`config.mk`:
```
export PLATFORM = sky130hd
export DESIGN_NAME = linear_control_ramp_core
export DESIGN_NICKNAME = d
export VERILOG_FILES = /design/src/rtl/core/lcr_pkg.sv /design/src/rtl/core/linear_control_ramp_core.sv
export SDC_FILE = /design/constraint.sdc
export NUM_CORES = 1
export LEC_CHECK = 0
export BUFFER_PORTS_ARGS = -buffer_cell sky130_fd_sc_hd__buf_4
export CAP_MARGIN = 15
export CORE_ASPECT_RATIO = 1.1
export CORE_MARGIN = 10
export CORE_UTILIZATION = 40
export CTS_CLUSTER_DIAMETER = 30
export CTS_CLUSTER_SIZE = 8
export DETAILED_ROUTE_END_ITERATION = 10
export HOLD_SLACK_MARGIN = 0.12
export SLEW_MARGIN = 20
export SYNTH_ARGS = -nofsm -noshare
export SYNTH_HDL_FRONTEND = slang
export SYNTH_SLANG_ARGS = --single-unit
```
`constraint.sdc`:
```
create_clock -name clock -period 12.3 [get_ports clock]
set_input_delay 1.845 -clock clock [delete_from_list [all_inputs] [get_ports clock]]
set_output_delay 1.845 -clock clock [all_outputs]
set_load 0.1 [all_outputs]
```
`src/rtl/core/lcr_pkg.sv`:
```
`default_nettype none

package lcr_pkg;

   localparam int STEPS_W   = 16;                 // width of the steps field
   localparam int VALUE_W   = 32;                 // Q16.16 value width
   localparam int EXT_W     = 16;                 // extra fraction bits kept internally
   localparam int LEVEL_W   = VALUE_W + EXT_W;    // Q16.32 level
   localparam int STEP_W    = LEVEL_W + 1;        // Q17.32 increment
   localparam int BIT_CNT_W = $clog2(STEP_W);

   typedef enum logic [1:0] {
      OP_TICK  = 2'd0,
      OP_SET   = 2'd1,
      OP_RESET = 2'd2
   } op_type;

endpackage

`default_nettype wire

```
`src/rtl/core/linear_control_ramp_core.sv`:
```
`default_nettype none

// channel   dir  ports                                        accepted when
// req       in   req_operation, req_value, req_steps          req_valid & !req_stall
// rsp       out  rsp_current_value, rsp_active                rsp_valid & !rsp_stall
//
// Tick, reset and set with zero steps are answered from idle, registered in the cycle after acceptance.
// Set with nonzero steps runs a restoring divider one quotient bit per cycle:
// accept, magnitude, a divide step per quotient bit, sign fixup; req stalls meanwhile.
// Synchronous active-high reset clears the ramp to zero and idles.
// A waiting output word stalls req only while rsp_stall holds it.

module linear_control_ramp_core
   import lcr_pkg::*;
#(
   parameter int COUNT_WIDTH = 16
) (
   input  wire logic                 clock,
   input  wire logic                 reset,

   input  wire logic                 req_valid,
   output logic                      req_stall,
   input  wire logic [1:0]           req_operation,
   input  wire logic signed [VALUE_W-1:0] req_value,
   input  wire logic [STEPS_W-1:0]   req_steps,

   output logic                      rsp_valid,
   input  wire logic                 rsp_stall,
   output logic signed [VALUE_W-1:0] rsp_current_value,
   output logic                      rsp_active
);

   typedef enum logic [1:0] {
      ST_IDLE,
      ST_ABS,
      ST_DIV,
      ST_DONE
   } state_type;

   state_type                   state_ff, state_in;
   logic [LEVEL_W-1:0]          level_ff, level_in;
   logic [VALUE_W-1:0]          goal_ff, goal_in;
   logic [STEP_W-1:0]           step_size_ff, step_size_in;
   logic [COUNT_WIDTH-1:0]      steps_left_ff, steps_left_in;
   logic [STEP_W-1:0]           num_ff, num_in;
   logic [COUNT_WIDTH-1:0]      rem_ff, rem_in;
   logic [COUNT_WIDTH-1:0]      div_ff, div_in;
   logic                        neg_ff, neg_in;
   logic [BIT_CNT_W-1:0]        bit_cnt_ff, bit_cnt_in;
   logic                        rsp_valid_ff, rsp_valid_in;
   logic [VALUE_W-1:0]          rsp_value_ff, rsp_value_in;
   logic                        rsp_active_ff, rsp_active_in;

   logic                        out_free;
   logic                        req_take;
   logic [COUNT_WIDTH-1:0]      cnt_sat;
   logic [COUNT_WIDTH-1:0]      steps_dec;
   logic [STEP_W-1:0]           diff;
   logic [COUNT_WIDTH:0]        trial;
   logic [COUNT_WIDTH:0]        trial_sub;
   logic [LEVEL_W-1:0]          goal_level;

   if (COUNT_WIDTH >= STEPS_W) begin : g_cnt_wide
      assign cnt_sat = COUNT_WIDTH'(req_steps);
   end else begin : g_cnt_narrow
      // saturate counts that do not fit the counter
      assign cnt_sat = (|req_steps[STEPS_W-1:COUNT_WIDTH]) ? '1
                                                           : req_steps[COUNT_WIDTH-1:0];
   end

   assign out_free  = !rsp_valid_ff || !rsp_stall;
   assign req_stall = (state_ff != ST_IDLE) || !out_free;
   assign req_take  = req_valid && !req_stall;

   assign goal_level = {req_value, {EXT_W{1'b0}}};
   assign diff       = {goal_level[LEVEL_W-1], goal_level} - {level_ff[LEVEL_W-1], level_ff};
   assign steps_dec  = steps_left_ff - COUNT_WIDTH'(1);
   assign trial      = {rem_ff, num_ff[STEP_W-1]};
   assign trial_sub  = trial - {1'b0, div_ff};

   always_comb begin
      state_in      = state_ff;
      level_in      = level_ff;
      goal_in       = goal_ff;
      step_size_in  = step_size_ff;
      steps_left_in = steps_left_ff;
      num_in        = num_ff;
      rem_in        = rem_ff;
      div_in        = div_ff;
      neg_in        = neg_ff;
      bit_cnt_in    = bit_cnt_ff;
      rsp_valid_in  = rsp_valid_ff && rsp_stall;
      rsp_value_in  = rsp_value_ff;
      rsp_active_in = rsp_active_ff;

      unique case (state_ff)
         ST_IDLE: begin
            if (req_take) begin
               // default result: state after the word
               rsp_valid_in  = 1'b1;
               rsp_value_in  = level_ff[LEVEL_W-1:EXT_W];
               rsp_active_in = steps_left_ff != '0;
               unique case (op_type'(req_operation))
                  OP_RESET: begin
                     level_in      = goal_level;
                     goal_in       = req_value;
                     step_size_in  = '0;
                     steps_left_in = '0;
                     rsp_value_in  = req_value;
                     rsp_active_in = 1'b0;
                  end
                  OP_SET: begin
                     goal_in       = req_value;
                     steps_left_in = cnt_sat;
                     if (cnt_sat == '0) begin
                        level_in      = goal_level;
                        step_size_in  = '0;
                        rsp_value_in  = req_value;
                        rsp_active_in = 1'b0;
                     end else begin
                        // hold the result until the increment is known
                        rsp_valid_in = 1'b0;
                        num_in       = diff;
                        neg_in       = diff[STEP_W-1];
                        div_in       = cnt_sat;
                        state_in     = ST_ABS;
                     end
                  end
                  OP_TICK: begin
                     if (steps_left_ff != '0) begin
                        steps_left_in = steps_dec;
                        rsp_active_in = steps_dec != '0;
                        if (steps_dec == '0) begin
                           level_in     = {goal_ff, {EXT_W{1'b0}}};
                           step_size_in = '0;
                           rsp_value_in = goal_ff;
                        end else begin
                           level_in     = level_ff + step_size_ff[LEVEL_W-1:0];
                           rsp_value_in = level_in[LEVEL_W-1:EXT_W];
                        end
                     end
                  end
                  default: begin
                     // unused code: report state, change nothing
                  end
               endcase
            end
         end
         ST_ABS: begin
            if (neg_ff) begin
               num_in = -num_ff;
            end
            rem_in     = '0;
            bit_cnt_in = '0;
            state_in   = ST_DIV;
         end
         ST_DIV: begin
            // one restoring step: shift in a dividend bit, shift the quotient bit into num
            if (!trial_sub[COUNT_WIDTH]) begin
               rem_in = trial_sub[COUNT_WIDTH-1:0];
               num_in = {num_ff[STEP_W-2:0], 1'b1};
            end else begin
               rem_in = trial[COUNT_WIDTH-1:0];
               num_in = {num_ff[STEP_W-2:0], 1'b0};
            end
            bit_cnt_in = bit_cnt_ff + BIT_CNT_W'(1);
            if (bit_cnt_ff == BIT_CNT_W'(STEP_W - 1)) begin
               state_in = ST_DONE;
            end
         end
         ST_DONE: begin
            if (out_free) begin
               step_size_in  = neg_ff ? -num_ff : num_ff;
               rsp_valid_in  = 1'b1;
               rsp_value_in  = level_ff[LEVEL_W-1:EXT_W];
               rsp_active_in = 1'b1;
               state_in      = ST_IDLE;
            end
         end
         default: begin
            state_in = ST_IDLE;
         end
      endcase
   end

   always_ff @(posedge clock) begin
      if (reset) begin
         state_ff      <= ST_IDLE;
         level_ff      <= '0;
         goal_ff       <= '0;
         step_size_ff  <= '0;
         steps_left_ff <= '0;
         rsp_valid_ff  <= 1'b0;
      end else begin
         state_ff      <= state_in;
         level_ff      <= level_in;
         goal_ff       <= goal_in;
         step_size_ff  <= step_size_in;
         steps_left_ff <= steps_left_in;
         rsp_valid_ff  <= rsp_valid_in;
      end
      num_ff        <= num_in;
      rem_ff        <= rem_in;
      div_ff        <= div_in;
      neg_ff        <= neg_in;
      bit_cnt_ff    <= bit_cnt_in;
      rsp_value_ff  <= rsp_value_in;
      rsp_active_ff <= rsp_active_in;
   end

   assign rsp_valid         = rsp_valid_ff;
   assign rsp_current_value = rsp_value_ff;
   assign rsp_active        = rsp_active_ff;

endmodule

`default_nettype wire

```
# Word level (Yosys, flattened, before mapping)
# Cells that the tools add are included.
# totals
mem_count	0
ff_bits	268
in_bits	54
ram_bits	0
romBits	0
latch_bits	0
# op_classes
n_div	0
reduce_logical	28
add_sub_neg	6
n_mul	0
n_eq_ne	17
bitwise_logic	1
shift	0
muxes	46
magnitude_cmp	0
# op_table
cell	count
48-bit 2-to-1 mux	8
48-bit case mux with 3 select lines	2
49-bit 2-to-1 mux	4
32-bit 2-to-1 mux	5
49-bit case mux with 3 select lines	1
32-bit case mux with 3 select lines	1
48-bit case mux with 2 select lines	1
32-bit case mux with 2 select lines	1
49-bit negator	1
48-bit by 48-bit subtractor with 49-bit output	1
48-bit adder	1
16-bit case mux with 3 select lines	1
16-bit logical NOT	2
16-bit 2-to-1 mux	2
16-bit case mux with 2 select lines	1
16-bit nonzero test	2
17-bit by 16-bit subtractor with 17-bit output	1
16-bit by 1-bit subtractor with 16-bit output (second input constant)	1
2-bit inequality test (second input constant)	6
6-bit case mux with 2 select lines	1
4-bit AND reduction	3
2-bit 2-to-1 mux	5
5-bit AND reduction	2
1-bit 2-to-1 mux	9
other kinds (20)	36

# Depth between registers and ports, before layout
# depth
word_depth	8
ltp_mapped	14
mapped_depth_nobuf	13

# Worst setup path before layout
# OpenSTA, ideal clock, no wires.
# synth_path
path_kind	input to register
start	input req_operation[1]
end	register num_ff[48] (enable)
t_arrival_ns	5.549
setup_time_ns	0.313
cell_stages	8
slack_ns	6.437
path_buffers	2
path_cell_list	inv_1 ha_1 clkbuf_1 and2_1 clkbuf_1 nand2_1 a21oi_1 a21boi_0
# synth_between
elab_chain_len	3
# synth_lines
item	line_no	text
start, declared	linear_control_ramp_core.sv:23	input wire logic [1:0] req_operation,
2-bit by 1-bit == test with 1-bit output	linear_control_ramp_core.sv:103	unique case (op_type'(req_operation))
2-bit by 1-bit inequality test with 1-bit output (no source line)	-	
4-bit AND reduction (no source line)	-	
end signal, assigned	linear_control_ramp_core.sv:202	num_ff <= num_in;
end, declared	linear_control_ramp_core.sv:45	logic [STEP_W-1:0] num_ff, num_in;
# No other way between the ends.
# A chain may end at the register's enable or synchronous reset.

# Worst setup path after layout
# layout_path
start	register steps_left_ff[0]
end	register level_ff[46]
# layout_between
elab_chain_len	5
# layout_lines
item	line_no	text
start, declared	linear_control_ramp_core.sv:44	logic [COUNT_WIDTH-1:0] steps_left_ff, steps_left_in;
start signal, assigned	linear_control_ramp_core.sv:199	steps_left_ff <= steps_left_in;
16-bit by 1-bit subtractor with 16-bit output	linear_control_ramp_core.sv:77	assign steps_dec = steps_left_ff - COUNT_WIDTH'(1);
16-bit logical NOT	linear_control_ramp_core.sv:133	if (steps_dec == '0) begin
48-bit 2-to-1 mux	linear_control_ramp_core.sv:133	
48-bit 2-to-1 mux	linear_control_ramp_core.sv:130	if (steps_left_ff != '0) begin
48-bit case mux with 3 select lines	linear_control_ramp_core.sv:103	
end signal, assigned	linear_control_ramp_core.sv:196	level_ff <= level_in;
end, declared	linear_control_ramp_core.sv:41	logic [LEVEL_W-1:0] level_ff, level_in;
# Parallel ways exist; a longest one is shown, timed or not. The select of a mux whose other input is x is not followed.

==> tab_implementation.tex <==
\begin{tabular}{lr}
\hline
Metric & Value \\
\hline
\multicolumn{2}{l}{\textbf{Final layout}} \\
Fill cells & 4,526 \\
Layout cells sized above 1 & 11.4\% \\
Sequential cell area & approximately 0.0066 mm\^{}2 \\
Antenna diodes & 0 \\
Final instance area & 0.0228 mm\^{}2 \\
Layout-stage area growth over the synthesis result & 19.5\% \\
Footprint of the multi-input gates & about 0.012 mm\^{}2 \\
Net count reported at finish & between 2,000 and 3,000 \\
\multicolumn{2}{l}{\textbf{Detailed routing}} \\
Number of nets with antenna violations after detailed routing & 0 \\
Total iterations of the first detailed-routing run & 5 \\
Wire length on met3 & just under 4000 um \\
Total wirelength of the detailed-routed design & about 64,000 um \\
Vias post-DR & 18,300 \\
DRC violation count after routing & 0 \\
Routed length on met2 & just over 30,000 um \\
Routed length on met1 & between 20,000 and 30,000 um \\
Highest metal used & met4 \\
Routed wirelength normalized by instance count & 20.9 um \\
DRC marker count from the first detailed-route iteration & approximately 1,600 \\
Via density & 5.98 \\
\multicolumn{2}{l}{\textbf{Power}} \\
Share of power burned in the clock network & roughly 36\% \\
Part of the total power dissipated in combinational logic & a little under two fifths \\
Fraction of power spent switching nets & approximately 40\% \\
Total power after layout & around 5400 uW \\
Internal power contribution & 3260 uW \\
Share of total power in sequential cells & around a quarter \\
Switching power & approximately 2100 uW \\
Power density normalized to cell area & $\sim$240 mW/mm\^{}2 \\
Worst vdd rail ir drop & 0.126 mV \\
Leakage power & a little under 0.009 uW \\
\multicolumn{2}{l}{\textbf{Synth}} \\
Top cells by area, synth & sky130\_fd\_sc\_hd\_\_edfxtp\_1 19\%, sky130\_fd\_sc\_hd\_\_dfxtp\_1 15\%, sky130\_fd\_sc\_hd\_\_a21oi\_1 7.2\%, sky130\_fd\_sc\_hd\_\_ha\_1 7.2\%, sky130\_fd\_sc\_hd\_\_nand2\_1 5.4\% \\
Synth Net Count & approximately 2,500 \\
Number of distinct standard cells referenced by the synthesized netlist & 87 \\
EDFF count, synth & $\sim$120 \\
Synthesized flop and latch total & about 270 \\
Cells after synthesis & around 2,300 \\
Area fraction of the dominant cell type after synthesis & a little under a fifth \\
Dominant register cell in the synthesized netlist & sky130\_fd\_sc\_hd\_\_dfxtp\_1 \\
Netlist Area Pre-Place & approximately 0.019 mm\^{}2 \\
Number of warnings reported in the yosys synthesis log & 0 \\
Average instance area after synthesis & $\sim$8 um\^{}2 \\
Fraction of registers with async set/reset & 0\% \\
Yosys top cell by area & sky130\_fd\_sc\_hd\_\_edfxtp\_1 \\
Fraction of the yosys area taken by sequential cells & between 30 and 40\% \\
\multicolumn{2}{l}{\textbf{CTS}} \\
Clock H-tree levels & 3 \\
Total clock buffers created by CTS & 74 \\
Clock slew seen by the registers of the worst setup and hold paths & $\sim$0.040 ns \\
Latest clock arrival within the worst-skew pair & between 0.5 and 0.6 ns \\
TritonCTS clock tree & yes \\
Post\_cts resized & 0 \\
Post-CTS repair timing setup buffer count & 0 \\
Number of buffers on the longest clock path & 3 \\
Clock net sink count & between 200 and 300 \\
Root Buffer Master & sky130\_fd\_sc\_hd\_\_clkbuf\_16 \\
Number of buffers inserted by hold repair at cts & 0 \\
\multicolumn{2}{l}{\textbf{Worst setup path}} \\
Worst setup path startpoint & steps\_left\_ff[0] \\
Arrival time at the worst endpoint & between 5 and 6 ns \\
Crit path largest cell delay & around 0.9 ns \\
Worst Path Required & between 10 and 15 ns \\
Worst Path Max Fanout & 34 \\
Reg-to-reg startpoint & steps\_left\_ff[0] \\
Crit path capture type & flop \\
Startpoint kind of the worst setup timing path & flop \\
Category of the critical setup timing path & flop to flop \\
Critical-path cell list & inv\_1, ha\_1, nor4b\_2, nand3\_1, nor3b\_2, nand2\_1, and3b\_1, buf\_4, and3\_1, buf\_4, nand3\_1, nor2\_1, a2111oi\_0, o31a\_1 \\
Cell type of the slowest stage on the worst timing path & sky130\_fd\_sc\_hd\_\_nor3b\_2 \\
\multicolumn{2}{l}{\textbf{Timing}} \\
Worst hold slack & between 0.4 and 0.5 ns \\
Tightest Pin Transition & roughly 1.2 ns \\
Number of setup violations in the final report & 0 \\
Fin crit share & 40.1\% \\
Clock period minus worst slack & slightly below 5 ns \\
Final count of pins violating max slew & 0 \\
Maximum clock frequency & between 200 and 250 MHz \\
RSZ-0062 raised after global routing & no \\
Remaining max-slew budget at the tightest pin & between 20 and 25\% \\
Total negative setup slack & 0 ns \\
Count of endpoints failing hold in the final timing report & 0 \\
Clock skew after layout & 0.0200 ns \\
\multicolumn{2}{l}{\textbf{Die}} \\
Die H & approximately 250 um \\
Die ar. & 0.0568 mm\^{}2 \\
Cell row count & 83 \\
Die width & roughly 230 um \\
I/O pin count & 89 \\
Initial Util & just over 40\% \\
Core region area & roughly 0.047 mm\^{}2 \\
\multicolumn{2}{l}{\textbf{Hold path}} \\
Classification of the worst-slack hold path & flop to flop \\
Hold path startpoint & goal\_ff[9] \\
\multicolumn{2}{l}{\textbf{GRT}} \\
Remaining Overflow, GRT & 0 \\
Number of antenna violations at the first check in global routing & 0 \\
Global-route wire length before repair & approximately 100,000 um \\
Via count of the first global-routing pass & about 18,000 \\
Largest net degree at the start of global routing & 79 \\
Gr usage total & 21.7\% \\
\multicolumn{2}{l}{\textbf{Place}} \\
Count of buffers inserted at the top-level ports & 88 \\
Detailed-placement wirelength estimate & 44,700 um \\
Global placement routability congestion & 0.950 \\
Area post-placement & 0.0202 mm\^{}2 \\
\multicolumn{2}{l}{\textbf{Run}} \\
Count of maximum capacitance violations & 0 \\
\multicolumn{2}{l}{\textbf{Outcome}} \\
Status & finished, final reports clean \\
\hline
\end{tabular}
synthesized netlist by cell type, types with 7 or more instances:
master	count
sky130_fd_sc_hd__nor4_1	21
sky130_fd_sc_hd__buf_1	11
sky130_fd_sc_hd__nand2_1	273
sky130_fd_sc_hd__nand4_1	19
sky130_fd_sc_hd__nand3_1	94
sky130_fd_sc_hd__nor2b_1	12
sky130_fd_sc_hd__inv_1	90
sky130_fd_sc_hd__a22oi_1	26
sky130_fd_sc_hd__o41ai_1	11
sky130_fd_sc_hd__or2_2	8
sky130_fd_sc_hd__xor2_1	47
sky130_fd_sc_hd__o22ai_1	9
sky130_fd_sc_hd__mux2i_1	26
sky130_fd_sc_hd__nor3_1	48
sky130_fd_sc_hd__ha_1	110
sky130_fd_sc_hd__buf_2	10
sky130_fd_sc_hd__and2_1	16
sky130_fd_sc_hd__a221oi_1	62
sky130_fd_sc_hd__and3_1	18
sky130_fd_sc_hd__mux2_2	11
sky130_fd_sc_hd__o31ai_1	24
sky130_fd_sc_hd__a211oi_1	31
sky130_fd_sc_hd__a221o_1	8
sky130_fd_sc_hd__xnor2_1	104
sky130_fd_sc_hd__or4_1	10
sky130_fd_sc_hd__a21o_1	58
sky130_fd_sc_hd__o21bai_1	11
sky130_fd_sc_hd__or3_1	19
sky130_fd_sc_hd__a21boi_0	7
sky130_fd_sc_hd__o21ai_0	135
sky130_fd_sc_hd__dfxtp_1	147
sky130_fd_sc_hd__nand2b_1	19
sky130_fd_sc_hd__nor2_1	163
sky130_fd_sc_hd__o211ai_1	12
sky130_fd_sc_hd__a21oi_1	275
sky130_fd_sc_hd__clkbuf_1	116
sky130_fd_sc_hd__edfxtp_1	121
sky130_fd_sc_hd__a31oi_1	22
sky130_fd_sc_hd__o21a_1	14
cell type report:
class                   instances  share of cell area [%]
clock buffers                  97                    9.06
multi-input cells            1820                    51.2
repair buffers                114                    3.76
clock inverters                38                    2.08
flip-flops and latches        268                    28.9
well taps                     637                    3.50
inverters                      94                    1.55
flip-flops by register name, indices dropped and copies added (netlist names):
name,flops
bit_cnt_ff,6
div_ff,16
goal_ff,32
level_ff,48
neg_ff,1
num_ff,49
rem_ff,16
rsp_active,1
rsp_current_value,32
rsp_valid,1
state_ff,2
step_size_ff,48
steps_left_ff,16
layout by cell type, fill, tap and decap left out, types with 11 or more instances in the layout:
cell	netlist	routed
sky130_fd_sc_hd__buf_4	0	114
sky130_fd_sc_hd__nand4_1	19	19
sky130_fd_sc_hd__xor2_1	47	47
sky130_fd_sc_hd__nor3_1	48	47
sky130_fd_sc_hd__nand2b_1	19	19
sky130_fd_sc_hd__a22oi_1	26	26
sky130_fd_sc_hd__edfxtp_1	121	121
sky130_fd_sc_hd__inv_1	90	90
sky130_fd_sc_hd__nand3_1	94	93
sky130_fd_sc_hd__a31oi_1	22	22
sky130_fd_sc_hd__o21ai_0	135	135
sky130_fd_sc_hd__mux2_2	11	11
sky130_fd_sc_hd__mux2i_1	26	26
sky130_fd_sc_hd__dfxtp_1	147	147
sky130_fd_sc_hd__nor4_1	21	21
sky130_fd_sc_hd__nor2_1	163	163
sky130_fd_sc_hd__clkinv_2	0	14
sky130_fd_sc_hd__clkbuf_1	116	15
sky130_fd_sc_hd__nor2b_1	12	12
sky130_fd_sc_hd__nand2_1	273	273
sky130_fd_sc_hd__clkbuf_16	0	78
sky130_fd_sc_hd__a21o_1	58	58
sky130_fd_sc_hd__o41ai_1	11	11
sky130_fd_sc_hd__and3_1	18	18
sky130_fd_sc_hd__o211ai_1	12	12
sky130_fd_sc_hd__and2_1	16	15
sky130_fd_sc_hd__xnor2_1	104	104
sky130_fd_sc_hd__o31ai_1	24	24
sky130_fd_sc_hd__or3_1	19	19
sky130_fd_sc_hd__a221oi_1	62	62
sky130_fd_sc_hd__a211oi_1	31	31
sky130_fd_sc_hd__a21oi_1	275	273
sky130_fd_sc_hd__ha_1	110	105
sky130_fd_sc_hd__o21a_1	14	14
kinds of logic after synthesis:
kind of cell,Yosys count,synth area share [%]
compound gates,768,25.8
simple gates,752,18.5
flops,268,34.5
buf+inv,234,4.79
xor+xnor,151,6.94
fa+ha+maj,112,7.43
mux,37,2.01
path summary, 6_finish.rpt:
| check | endpoint | slack [ns] | cells after the start |
|---|---|---|---|
| setup / recovery | level_ff[46] | 7.36 | 14 |
| hold reg to reg | goal_ff[9] | 0.45 | 2 |
| setup reg to reg | level_ff[46] | 7.36 | 14 |
| hold / removal | goal_ff[9] | 0.45 | 2 |
power groups by stage:
stage               registers (uW)  clock network (uW)  logic [uW]
floorplan                     1650                   0        1270
global placement              1420                   0        1990
detailed placement            1430                   0        2010
CTS                           1420                1970        2020
global route                  1450                2030        2210
finish                        1420                1950        2030
stage by stage:
step | instances | setup slack, ns | util, %
2_1_floorplan | 2322 | 6.44 | -
3_3_place_gp | 2933 | 7.36 | 43.1
3_5_place_dp | 2933 | 7.34 | 43.1
4_1_cts | 3068 | 7.48 | 48.5
5_1_grt | 3068 | 7.03 | 48.5
6_report | 3068 | 7.36 | 48.5
per-layer routing:
metal  track usage (%)  vias up
li1                  -     8704
met2              35.7      698
met4              9.32        0
met1              27.6     8792
met5                 0        -
met3              3.71      151
critical path: cells and delay by family (launching register included):
family                   cells  cell delay [ns]
buffers and inverters        3             0.59
AO/OA/AOI/OAI                2             0.59
flip-flops                   1             0.35
AND/OR/NAND/NOR              8             3.06
adder cells (fa/ha/maj)      1             0.24
Note: power is estimated with default switching activity, not from simulation.
